**src/fbrc_pkg.sv**
```systemverilog
// ----------------------------------------------------------------------------
// fbrc_pkg: shared types and constants of the freed block reuse cache
// Sizes, widths, register indexes, controller states and the command and
// status bundles that join the controller to the datapath.
// ----------------------------------------------------------------------------
package fbrc_pkg;

  // Number of cache entries.
  localparam int MAX_BLOCKS = 16;

  localparam int IDX_W    = (MAX_BLOCKS > 1) ? $clog2(MAX_BLOCKS) : 1;
  localparam int CNT_W    = $clog2(MAX_BLOCKS + 1);
  localparam int SIZE_W   = 32;
  localparam int RSIZE_W  = 33;
  localparam int HANDLE_W = 48;
  localparam int ALIGN_W  = 16;
  localparam int MAXB_W   = 5;
  localparam int LIM_W    = (CNT_W > MAXB_W) ? CNT_W : MAXB_W;

  localparam int CFG_IDX_W  = 8;
  localparam int CFG_DATA_W = 16;

  // Remainder unit: bits retired per cycle and the resulting step count.
  localparam int DIV_BITS   = 4;
  localparam int DIV_STEPS  = SIZE_W / DIV_BITS;
  localparam int DIVCNT_W   = (DIV_STEPS > 1) ? $clog2(DIV_STEPS) : 1;

  localparam logic [CFG_IDX_W-1:0] REG_ALIGNMENT  = CFG_IDX_W'(0);
  localparam logic [CFG_IDX_W-1:0] REG_MAX_BLOCKS = CFG_IDX_W'(1);

  localparam logic [MAXB_W-1:0] MAXB_RESET = MAXB_W'(16);

  typedef enum logic [3:0] {
    ST_IDLE,
    ST_DIV,
    ST_ROUND,
    ST_SCAN,
    ST_FETCH,
    ST_HIT,
    ST_MISS,
    ST_INSERT,
    ST_CHECK,
    ST_EVICT,
    ST_DONE
  } state_t;

  typedef enum logic [1:0] {
    RD_SCAN,
    RD_BEST,
    RD_OLDEST
  } rd_sel_t;

  typedef struct packed {
    logic    accept;
    logic    div_step;
    logic    round_load;
    logic    scan_start;
    logic    scan_step;
    rd_sel_t rd_sel;
    logic    hit_take;
    logic    miss_take;
    logic    insert;
    logic    free_keep;
    logic    evict_take;
    logic    out_load;
  } cmd_t;

  typedef struct packed {
    logic div_last;
    logic scan_done;
    logic found;
    logic evict_need;
  } sts_t;

  typedef struct packed {
    logic [SIZE_W-1:0]   size;
    logic [HANDLE_W-1:0] handle;
  } entry_t;

  typedef struct packed {
    logic                hit;
    logic [HANDLE_W-1:0] reused_handle;
    logic [RSIZE_W-1:0]  rounded_size;
    logic                evicted;
    logic [HANDLE_W-1:0] evicted_handle;
  } res_t;

endpackage

```
**src/fbrc_ctrl.sv**
```systemverilog
// ----------------------------------------------------------------------------
// fbrc_ctrl: sequencing controller
// Walks an allocate through rounding and best-fit scan and a free through
// insert and eviction, and owns the input ready and the output valid flag.
// ----------------------------------------------------------------------------
module fbrc_ctrl
  import fbrc_pkg::*;
(
  input  logic   clk,
  input  logic   rst_n,
  input  logic   in_valid,
  input  logic   in_mode,
  output logic   in_ready,
  input  logic   out_ready,
  output logic   out_valid,
  input  sts_t   sts,
  output cmd_t   cmd
);

  state_t state_r, state_nxt;
  logic   out_valid_r;

  always_ff @(posedge clk) begin
    if (!rst_n) begin
      state_r     <= ST_IDLE;
      out_valid_r <= 1'b0;
    end else begin
      state_r     <= state_nxt;
      out_valid_r <= cmd.out_load | (out_valid_r & ~out_ready);
    end
  end

  always_comb begin
    state_nxt = state_r;
    unique case (state_r)
      ST_IDLE: begin
        if (in_valid) begin
          state_nxt = in_mode ? ST_INSERT : ST_DIV;
        end
      end
      ST_DIV: begin
        if (sts.div_last) begin
          state_nxt = ST_ROUND;
        end
      end
      ST_ROUND:  state_nxt = ST_SCAN;
      ST_SCAN: begin
        if (sts.scan_done) begin
          state_nxt = sts.found ? ST_FETCH : ST_MISS;
        end
      end
      ST_FETCH:  state_nxt = ST_HIT;
      ST_HIT:    state_nxt = ST_DONE;
      ST_MISS:   state_nxt = ST_DONE;
      ST_INSERT: state_nxt = ST_CHECK;
      ST_CHECK:  state_nxt = sts.evict_need ? ST_EVICT : ST_DONE;
      ST_EVICT:  state_nxt = ST_DONE;
      ST_DONE: begin
        if (!out_valid_r || out_ready) begin
          state_nxt = ST_IDLE;
        end
      end
      default:   state_nxt = ST_IDLE;
    endcase
  end

  always_comb begin
    cmd = '0;
    cmd.rd_sel = RD_SCAN;
    unique case (state_r)
      ST_IDLE:   cmd.accept     = in_valid;
      ST_DIV:    cmd.div_step   = 1'b1;
      ST_ROUND: begin
        cmd.round_load = 1'b1;
        cmd.scan_start = 1'b1;
      end
      ST_SCAN:   cmd.scan_step  = 1'b1;
      ST_FETCH:  cmd.rd_sel     = RD_BEST;
      ST_HIT:    cmd.hit_take   = 1'b1;
      ST_MISS:   cmd.miss_take  = 1'b1;
      ST_INSERT: cmd.insert     = 1'b1;
      ST_CHECK: begin
        cmd.rd_sel    = RD_OLDEST;
        cmd.free_keep = ~sts.evict_need;
      end
      ST_EVICT:  cmd.evict_take = 1'b1;
      ST_DONE:   cmd.out_load   = ~out_valid_r | out_ready;
      default:   cmd.accept     = 1'b0;
    endcase
  end

  assign in_ready  = (state_r == ST_IDLE);
  assign out_valid = out_valid_r;

endmodule

```
**src/fbrc_dp.sv**
```systemverilog
// ----------------------------------------------------------------------------
// fbrc_dp: cache datapath
// Entry memory, valid bits and age ranks, the remainder unit for rounding,
// the best-fit comparator, configuration registers and the result register.
// ----------------------------------------------------------------------------
module fbrc_dp
  import fbrc_pkg::*;
(
  input  logic                  clk,
  input  logic                  rst_n,
  input  cmd_t                  cmd,
  output sts_t                  sts,
  input  logic [SIZE_W-1:0]     in_size,
  input  logic [HANDLE_W-1:0]   in_handle,
  input  logic                  cfg_we,
  input  logic [CFG_IDX_W-1:0]  cfg_index,
  input  logic [CFG_DATA_W-1:0] cfg_wdata,
  output res_t                  out_res
);

  // Configuration.
  logic [ALIGN_W-1:0] align_r;
  logic [MAXB_W-1:0]  maxb_r;

  // Item and rounding.
  logic [SIZE_W-1:0]   in_size_r;
  logic [HANDLE_W-1:0] in_handle_r;
  logic [SIZE_W-1:0]   dvd_r;
  logic [ALIGN_W-1:0]  rem_r, rem_nxt;
  logic [DIVCNT_W-1:0] div_cnt_r;
  logic [RSIZE_W-1:0]  req_r;

  // Entry bookkeeping.
  logic             valid_r   [MAX_BLOCKS];
  logic             valid_nxt [MAX_BLOCKS];
  logic [IDX_W-1:0] rank_r    [MAX_BLOCKS];
  logic [IDX_W-1:0] rank_nxt  [MAX_BLOCKS];
  logic [CNT_W-1:0] count_r, count_nxt;

  entry_t           mem [MAX_BLOCKS];
  entry_t           mem_rd_r;
  logic [IDX_W-1:0] rd_addr;

  // Scan.
  logic [CNT_W-1:0]  scan_cnt_r;
  logic              cmp_en_r;
  logic [IDX_W-1:0]  cmp_idx_r;
  logic              found_r;
  logic [IDX_W-1:0]  best_idx_r;
  logic [SIZE_W-1:0] best_size_r;
  logic              take_better;

  logic [IDX_W-1:0] free_idx;
  logic [IDX_W-1:0] oldest_idx;
  logic [IDX_W-1:0] oldest_rank;
  logic [IDX_W-1:0] drop_idx;
  logic [LIM_W-1:0] eff_lim;

  res_t res_r, out_r;

  always_ff @(posedge clk) begin
    if (!rst_n) begin
      align_r <= '0;
      maxb_r  <= MAXB_RESET;
    end else if (cfg_we) begin
      if (cfg_index == REG_ALIGNMENT) begin
        align_r <= cfg_wdata[ALIGN_W-1:0];
      end else if (cfg_index == REG_MAX_BLOCKS) begin
        maxb_r <= cfg_wdata[MAXB_W-1:0];
      end
    end
  end

  // Remainder of size by alignment, DIV_BITS quotient bits per cycle.
  always_comb begin
    logic [ALIGN_W:0]   trial;
    logic [ALIGN_W-1:0] rem_v;
    rem_v = rem_r;
    trial = '0;
    for (int k = 0; k < DIV_BITS; k++) begin
      trial = {rem_v, dvd_r[SIZE_W-1-k]};
      if (trial >= {1'b0, align_r}) begin
        trial = trial - {1'b0, align_r};
      end
      rem_v = trial[ALIGN_W-1:0];
    end
    rem_nxt = rem_v;
  end

  always_ff @(posedge clk) begin
    if (cmd.accept) begin
      in_size_r   <= in_size;
      in_handle_r <= in_handle;
      dvd_r       <= in_size;
      rem_r       <= '0;
      div_cnt_r   <= '0;
    end else if (cmd.div_step) begin
      dvd_r     <= dvd_r << DIV_BITS;
      rem_r     <= rem_nxt;
      div_cnt_r <= div_cnt_r + DIVCNT_W'(1);
    end
    if (cmd.round_load) begin
      if (align_r == '0 || rem_r == '0) begin
        req_r <= RSIZE_W'(in_size_r);
      end else begin
        req_r <= RSIZE_W'(in_size_r) + RSIZE_W'(align_r) - RSIZE_W'(rem_r);
      end
    end
  end

  // First free entry and the oldest valid entry (rank count - 1).
  assign oldest_rank = IDX_W'(count_r - CNT_W'(1));

  always_comb begin
    free_idx   = '0;
    oldest_idx = '0;
    for (int i = MAX_BLOCKS - 1; i >= 0; i--) begin
      if (!valid_r[i]) begin
        free_idx = IDX_W'(i);
      end
    end
    for (int i = 0; i < MAX_BLOCKS; i++) begin
      if (valid_r[i] && rank_r[i] == oldest_rank) begin
        oldest_idx = IDX_W'(i);
      end
    end
  end

  always_comb begin
    if (maxb_r == '0) begin
      eff_lim = LIM_W'(1);
    end else if (LIM_W'(maxb_r) > LIM_W'(MAX_BLOCKS)) begin
      eff_lim = LIM_W'(MAX_BLOCKS);
    end else begin
      eff_lim = LIM_W'(maxb_r);
    end
  end

  assign drop_idx = cmd.hit_take ? best_idx_r : oldest_idx;

  always_comb begin
    valid_nxt = valid_r;
    rank_nxt  = rank_r;
    count_nxt = count_r;
    if (cmd.insert) begin
      for (int i = 0; i < MAX_BLOCKS; i++) begin
        if (valid_r[i]) begin
          rank_nxt[i] = rank_r[i] + IDX_W'(1);
        end
      end
      valid_nxt[free_idx] = 1'b1;
      rank_nxt[free_idx]  = '0;
      count_nxt           = count_r + CNT_W'(1);
    end else if (cmd.hit_take || cmd.evict_take) begin
      for (int i = 0; i < MAX_BLOCKS; i++) begin
        if (valid_r[i] && rank_r[i] > rank_r[drop_idx]) begin
          rank_nxt[i] = rank_r[i] - IDX_W'(1);
        end
      end
      valid_nxt[drop_idx] = 1'b0;
      rank_nxt[drop_idx]  = '0;
      count_nxt           = count_r - CNT_W'(1);
    end
  end

  always_ff @(posedge clk) begin
    if (!rst_n) begin
      for (int i = 0; i < MAX_BLOCKS; i++) begin
        valid_r[i] <= 1'b0;
        rank_r[i]  <= '0;
      end
      count_r <= '0;
    end else begin
      valid_r <= valid_nxt;
      rank_r  <= rank_nxt;
      count_r <= count_nxt;
    end
  end

  // Entry memory: one write port, one registered read port.
  always_comb begin
    unique case (cmd.rd_sel)
      RD_SCAN:   rd_addr = scan_cnt_r[IDX_W-1:0];
      RD_BEST:   rd_addr = best_idx_r;
      RD_OLDEST: rd_addr = oldest_idx;
      default:   rd_addr = '0;
    endcase
  end

  always_ff @(posedge clk) begin
    if (cmd.insert) begin
      mem[free_idx] <= '{size: in_size_r, handle: in_handle_r};
    end
    mem_rd_r <= mem[rd_addr];
  end

  // Best fit: smallest size not below the request, newest on a tie.
  assign take_better = cmp_en_r && valid_r[cmp_idx_r] &&
                       (RSIZE_W'(mem_rd_r.size) >= req_r) &&
                       (!found_r || mem_rd_r.size < best_size_r ||
                        (mem_rd_r.size == best_size_r &&
                         rank_r[cmp_idx_r] < rank_r[best_idx_r]));

  always_ff @(posedge clk) begin
    if (!rst_n) begin
      scan_cnt_r <= '0;
      cmp_en_r   <= 1'b0;
      found_r    <= 1'b0;
    end else if (cmd.scan_start) begin
      scan_cnt_r <= '0;
      cmp_en_r   <= 1'b0;
      found_r    <= 1'b0;
    end else if (cmd.scan_step) begin
      if (scan_cnt_r != CNT_W'(MAX_BLOCKS)) begin
        scan_cnt_r <= scan_cnt_r + CNT_W'(1);
      end
      cmp_en_r <= (scan_cnt_r != CNT_W'(MAX_BLOCKS));
      if (take_better) begin
        found_r <= 1'b1;
      end
    end
  end

  always_ff @(posedge clk) begin
    if (cmd.scan_step) begin
      cmp_idx_r <= scan_cnt_r[IDX_W-1:0];
      if (take_better) begin
        best_idx_r  <= cmp_idx_r;
        best_size_r <= mem_rd_r.size;
      end
    end
  end

  // Result staging and the output register.
  always_ff @(posedge clk) begin
    if (cmd.hit_take) begin
      res_r <= '{hit: 1'b1, reused_handle: mem_rd_r.handle, rounded_size: req_r,
                 evicted: 1'b0, evicted_handle: '0};
    end else if (cmd.miss_take) begin
      res_r <= '{hit: 1'b0, reused_handle: '0, rounded_size: req_r,
                 evicted: 1'b0, evicted_handle: '0};
    end else if (cmd.free_keep) begin
      res_r <= '0;
    end else if (cmd.evict_take) begin
      res_r <= '{hit: 1'b0, reused_handle: '0, rounded_size: '0,
                 evicted: 1'b1, evicted_handle: mem_rd_r.handle};
    end
    if (cmd.out_load) begin
      out_r <= res_r;
    end
  end

  assign sts.div_last   = (div_cnt_r == DIVCNT_W'(DIV_STEPS - 1));
  assign sts.scan_done  = (scan_cnt_r == CNT_W'(MAX_BLOCKS)) && !cmp_en_r;
  assign sts.found      = found_r;
  assign sts.evict_need = (LIM_W'(count_r) >= eff_lim);

  assign out_res = out_r;

endmodule

```
**src/freed_block_reuse_cache_top.sv**
```systemverilog
// ----------------------------------------------------------------------------
// freed_block_reuse_cache_top: cache of freed blocks with best-fit reuse
// Keeps up to fifteen freed (handle, size) blocks in age order, hands back
// the best-fitting one on allocate and evicts the oldest one on overflow.
// ----------------------------------------------------------------------------
// Usage:
// An item enters on the in_ channel (valid/ready). in_mode 0 is an allocate
// of in_size bytes; in_mode 1 frees the block in_handle of in_size bytes.
// Every item yields exactly one result transfer on the out_ channel.
// The cfg_ channel writes alignment (index 0) and max_blocks (index 1); it is
// always ready, and other indexes are ignored. Write it only while idle.
// Steps: an allocate runs the remainder unit (four bits of the size per
// cycle), then a rounding step, then a walk over the entry memory, which
// has a single registered read port; a hit then reads the best entry. A
// free inserts the block and checks the limit, and evicts when the limit
// is reached. One item is in work at a time; in_ready returns the cycle
// after its result is loaded into the output register.
// The output register holds a finished result while out_ready is low; the
// next item is still accepted and worked on, and only its own completion
// waits for the register to free up.
// Reset (synchronous, rst_n low) empties the cache, clears the output valid
// flag and sets alignment to 0 and max_blocks to 16.
// ----------------------------------------------------------------------------
module freed_block_reuse_cache_top
  import fbrc_pkg::*;
(
  input  logic                  clk,
  input  logic                  rst_n,
  // Input items.
  input  logic                  in_valid,
  output logic                  in_ready,
  input  logic                  in_mode,
  input  logic [SIZE_W-1:0]     in_size,
  input  logic [HANDLE_W-1:0]   in_handle,
  // Results.
  output logic                  out_valid,
  input  logic                  out_ready,
  output logic                  out_hit,
  output logic [HANDLE_W-1:0]   out_reused_handle,
  output logic [RSIZE_W-1:0]    out_rounded_size,
  output logic                  out_evicted,
  output logic [HANDLE_W-1:0]   out_evicted_handle,
  // Configuration writes.
  input  logic                  cfg_valid,
  output logic                  cfg_ready,
  input  logic [CFG_IDX_W-1:0]  cfg_index,
  input  logic [CFG_DATA_W-1:0] cfg_wdata
);

  cmd_t cmd;
  sts_t sts;
  res_t res;

  // Register writes never stall.
  assign cfg_ready = 1'b1;

  fbrc_ctrl u_ctrl (
    .clk       (clk),
    .rst_n     (rst_n),
    .in_valid  (in_valid),
    .in_mode   (in_mode),
    .in_ready  (in_ready),
    .out_ready (out_ready),
    .out_valid (out_valid),
    .sts       (sts),
    .cmd       (cmd)
  );

  fbrc_dp u_dp (
    .clk       (clk),
    .rst_n     (rst_n),
    .cmd       (cmd),
    .sts       (sts),
    .in_size   (in_size),
    .in_handle (in_handle),
    .cfg_we    (cfg_valid & cfg_ready),
    .cfg_index (cfg_index),
    .cfg_wdata (cfg_wdata),
    .out_res   (res)
  );

  assign out_hit            = res.hit;
  assign out_reused_handle  = res.reused_handle;
  assign out_rounded_size   = res.rounded_size;
  assign out_evicted        = res.evicted;
  assign out_evicted_handle = res.evicted_handle;

`ifndef SYNTH
  // Only one item is in work: ready drops right after an input transfer.
  a_one_item: assert property (@(posedge clk) disable iff (!rst_n)
    (in_valid && in_ready) |=> !in_ready)
    else $error("input accepted while an item is in work");

  // A held result is never overwritten.
  a_no_overwrite: assert property (@(posedge clk) disable iff (!rst_n)
    cmd.out_load |-> (!out_valid || out_ready))
    else $error("output register loaded while a result is held");

  // A result is either a reuse or an eviction, never both.
  a_hit_xor_evict: assert property (@(posedge clk) disable iff (!rst_n)
    out_valid |-> !(out_hit && out_evicted))
    else $error("result reports both a hit and an eviction");

  // At most one result source is taken per cycle.
  a_one_take: assert property (@(posedge clk) disable iff (!rst_n)
    $onehot0({cmd.hit_take, cmd.miss_take, cmd.free_keep, cmd.evict_take}))
    else $error("more than one result source in one cycle");
`endif

endmodule
```
**config.mk**
```make
export PLATFORM = sky130hd
export DESIGN_NAME = freed_block_reuse_cache_top
export DESIGN_NICKNAME = d
export VERILOG_FILES = /design/src/fbrc_pkg.sv /design/src/fbrc_ctrl.sv /design/src/fbrc_dp.sv /design/src/freed_block_reuse_cache_top.sv
export SDC_FILE = /design/constraint.sdc
export NUM_CORES = 2
export LEC_CHECK = 0
export BUFFER_PORTS_ARGS = -buffer_cell sky130_fd_sc_hd__buf_2
export CORE_MARGIN = 4
export CORE_UTILIZATION = 57
export DETAILED_ROUTE_END_ITERATION = 8
export PLACE_DENSITY = 0.77
export SLEW_MARGIN = 20
export SYNTH_ARGS = -nofsm -noshare
export SYNTH_HDL_FRONTEND = slang
export SYNTH_SLANG_ARGS = --single-unit
```
**constraint.sdc**
```tcl
create_clock -name clk -period 10.5 [get_ports clk]
set_input_delay 0.525 -clock clk [delete_from_list [all_inputs] [get_ports clk]]
set_output_delay 0.525 -clock clk [all_outputs]
set_load 0.02 [all_outputs]
```
==> impl_metrics.tcl <==
set metrics [dict create \
    synth.yosys.warnings 0 \
    pin_count_of_the_biggest_net_entering_global_routing 141 \
    placeableCoreArea_um2 154000 \
    layout.cells.most_common_list "sky130_fd_sc_hd__edfxtp_1, sky130_fd_sc_hd__mux2i_1, sky130_fd_sc_hd__nand2_1" \
    outcome "finished with violations" \
    finalWeightedCongestion 0.933 \
    synth-main-ff-cell "sky130_fd_sc_hd__edfxtp_1" \
    final_common_cell "sky130_fd_sc_hd__edfxtp_1" \
    synth_edf_count 1677 \
    syn_nets 6650 \
    detailed_place_hpwl_um 133000 \
    worst_slew_pin_slew_ns 1.18 \
    fin_worst_skew_ns 0.0453 \
    detail_route.drc_violations 4 \
    die_x_um 402 \
    combPwrFrac_pct 49.4 \
    max_freq_ghz 0.103 \
    antenna_found_initial 12 \
    placed_cells 8345 \
    switching_share_pct 38.2 \
    yosys_register_bits 1944 \
    crit_path_end_kind "flip-flop" \
    async_flop_share_pct 0 \
    floorplan.die_area_um2 161000 \
    final_cell_count_no_fill 8796 \
    tritoncts_num_sinks 1944 \
    internal_power_w 0.0207 \
    post-route-period-util_pct 92.2 \
    crit_required_ns 11.14 \
    power.share.clock_pct 19.9 \
    period_minus_slack_ns 9.68 \
    cts_made_buffers 189 \
    grt_first_pass_wirelength_um 329000 \
    boundaryPins 244 \
    placementRows 144 \
    root_buffer "sky130_fd_sc_hd__clkbuf_16" \
    min_delay_path_depth 1 \
    cellPowerDensity_nw_per_um2 338 \
    routed_via_density 6.12 \
    min-delay-path-class "in -> reg" \
    r2r.worst_path.cells 43 \
    htreeDepth 4 \
    criticalPathCategory "reg -> reg" \
    cp_data_arrival_time_ns 10.32 \
    initial_detailed_routing_violation_count 5570 \
    grt_setup_unrepaired "false" \
    initial_utilization_pct 57.3 \
    slew_margin_rel_pct 21.5 \
    final.setup.tns_ns 0 \
    pre_cts_ws_ns 0.517 \
    tritoncts "yes" \
    grt_use_total_pct 26.8 \
    drt_pre_antenna_iters 9 \
    yosysSeqAreaShare_pct 63.1 \
    finalWirelength_um 220000 \
    cpPeakStageDelay_ns 0.44 \
    worst_setup_path_start_kind "flip-flop" \
    grt_pass1_vias 53400 \
    postSynthAreaPerCell_um2 14.1 \
    crit_fanout 13 \
    worst_setup_hold_path_clk_slew_ns 0.06 \
    fillCellCount 11000 \
    p_total_w 0.0334 \
    total_switching_power_w 0.0128 \
    syn_area_um2 88300 \
    clock_insertion_delay_worst_skew_ns 0.84 \
    antenna_violating_nets_left 0 \
    power_share_of_the_sequential_group_pct 30.7 \
    finalNetCount 6987 \
    synthesized_netlist_cell_count 6249 \
    layout-drive-gt1-share_pct 11.9 \
    finish.utilization_pct 64.3 \
    die_y_um 402 \
    timing_max_transition_violations_final 0 \
    critPathSlowestCell "sky130_fd_sc_hd__a2111oi_2" \
    static-leakage-power_nw 42.5 \
    post-route-worst-setup-slack_ns 0.817 \
    area_growth_pct 12.2 \
    wl_per_cell_um 25.0 \
    globalRouteOverflowTotal 0 \
    timing.max_cap.violations 0 \
    max-vdd-ir-drop_uv 1120 \
    placement.io_buffers 242 \
    ctsLongestPathBuffers 3 \
    setup_viol_count_final 0 \
    failing_checks "design-rule violations" \
    cts_post_setup_buffers_inserted 0 \
    post_synth_num_cell_types 107 \
    final-hold-violation-count 0 \
    vias 53800 \
]
==> logic make-up (layout without fill, tap and decap cells) <==
logic type / Yosys count / in the layout / synth area share, %
flops: 1944 / 1944 / 63.1
mux: 1334 / 1334 / 15.8
simple gates: 1131 / 1131 / 6.21
compound gates: 822 / 822 / 5.90
buf+inv: 573 / 1074 / 2.82
fa+ha+maj: 291 / 291 / 4.29
xor+xnor: 153 / 153 / 1.89
other cells: 1 / 3 / 0.00425
==> power by group through the flow <==
stage	clock network [W]	logic (W)	registers [W]
final	0.00667	0.0165	0.0103
after global placement	0	0.0163	0.0104
after CTS	0.00675	0.0165	0.0102
after global routing	0.00710	0.0182	0.0103
after detailed placement	0	0.0163	0.0104
after floorplan	0	0.0123	0.0100
==> timing repair <==
action | in CTS | in global routing
endpoints found under the hold margin | 115 | 0
setup endpoints to repair | 0 | 16
hold buffers | 94 | 0
resized for setup | 0 | 8
==> cells in the mapped netlist, types with 15 or more instances <==
cell type	number	area share, %
sky130_fd_sc_hd__nand3_1	64	0.36
sky130_fd_sc_hd__nor2_1	218	0.93
sky130_fd_sc_hd__xor2_1	57	0.57
sky130_fd_sc_hd__nand2b_1	37	0.26
sky130_fd_sc_hd__and2_1	52	0.37
sky130_fd_sc_hd__o21ai_0	184	1.0
sky130_fd_sc_hd__o21ai_1	21	0.12
sky130_fd_sc_hd__dfxtp_1	267	6.1
sky130_fd_sc_hd__nand2_1	417	1.8
sky130_fd_sc_hd__nor2b_1	53	0.38
sky130_fd_sc_hd__ha_1	271	3.8
sky130_fd_sc_hd__or4_1	15	0.13
sky130_fd_sc_hd__and3_1	67	0.47
sky130_fd_sc_hd__inv_1	248	1.1
sky130_fd_sc_hd__mux2_2	31	0.40
sky130_fd_sc_hd__nor3_1	59	0.33
sky130_fd_sc_hd__clkbuf_1	140	0.60
sky130_fd_sc_hd__a31oi_1	26	0.18
sky130_fd_sc_hd__buf_4	25	0.21
sky130_fd_sc_hd__a21o_1	41	0.35
sky130_fd_sc_hd__xnor3_1	18	0.46
sky130_fd_sc_hd__buf_2	134	0.76
sky130_fd_sc_hd__nor4_1	25	0.18
sky130_fd_sc_hd__fa_1	20	0.45
sky130_fd_sc_hd__o211ai_1	23	0.20
sky130_fd_sc_hd__a21oi_1	265	1.5
sky130_fd_sc_hd__xnor2_1	73	0.72
sky130_fd_sc_hd__o21a_1	47	0.40
sky130_fd_sc_hd__mux2i_1	1254	14
sky130_fd_sc_hd__mux4_2	45	1.1
sky130_fd_sc_hd__nand4_1	72	0.51
sky130_fd_sc_hd__edfxtp_1	1677	57
sky130_fd_sc_hd__a211oi_1	44	0.37
==> per-layer routing <==
layer,vias up,wire [um],share of wire (%),global-route usage [%]
met4,2,6350,2.9,8.09
met1,26900,91400,41,37.4
met5,-,13,0.0059,0
met2,2346,104000,47,43.4
li1,24200,-,-,-
met3,413,18200,8.3,4.77
==> path summary, 6_finish.rpt <==
check / startpoint / to / slack, ns
min reg2reg: u_dp.res_r[49] / u_dp.out_res[49] / 0.40
max reg2reg: u_dp.align_r[9] / u_dp.rem_r[14] / 0.82
max: u_dp.align_r[9] / u_dp.rem_r[14] / 0.82
min: in_handle[4] / u_dp.in_handle_r[4] / 0.11
==> flip-flops by register name, summed over array words and instances (netlist names), 32 cells and up <==
| register | count |
|---|---|
| u_dp.mem | 1280 |
| u_dp.out_res | 131 |
| u_dp.res_r | 131 |
| u_dp.mem_rd_r | 80 |
| u_dp.rank_r | 64 |
| u_dp.in_handle_r | 48 |
| u_dp.req_r | 33 |
| u_dp.best_size_r | 32 |
| u_dp.dvd_r | 32 |
| u_dp.in_size_r | 32 |
==> area by class of cell <==
class / instances / area, um2 / area share, %
Timing Repair Buffer: 468 / 3270 / 3.30
Sequential cell: 1944 / 55700 / 56.2
Tap cell: 2044 / 2560 / 2.58
Multi-Input combinational cell: 3732 / 30400 / 30.7
Inverter: 251 / 951 / 0.960
Clock inverter: 68 / 769 / 0.777
Clock buffer: 287 / 5440 / 5.49
Antenna cell: 2 / 5.00 / 0.00505
==> critical path, delay by kind of cell, from the launching register on <==
family / cells / cell delay, ns
and+or+nand+nor: 9 / 1.77
adders and majority gates: 4 / 1.40
buffers and inverters: 6 / 0.96
muxes: 3 / 0.66
xor gates and xnor gates: 1 / 0.08
AOI/OAI and AO/OA: 20 / 4.27
DFF: 1 / 0.37
==> stage by stage <==
step / hold slack [ns] / area [um2]
after floorplan: 0.400 / 88300
after global placement: 0.401 / 91900
after detailed placement: 0.405 / 91900
after CTS: 0.0193 / 99000
after global routing: 0.0408 / 99100
final: 0.112 / 99100
Note: power is estimated with default switching activity, not from simulation.
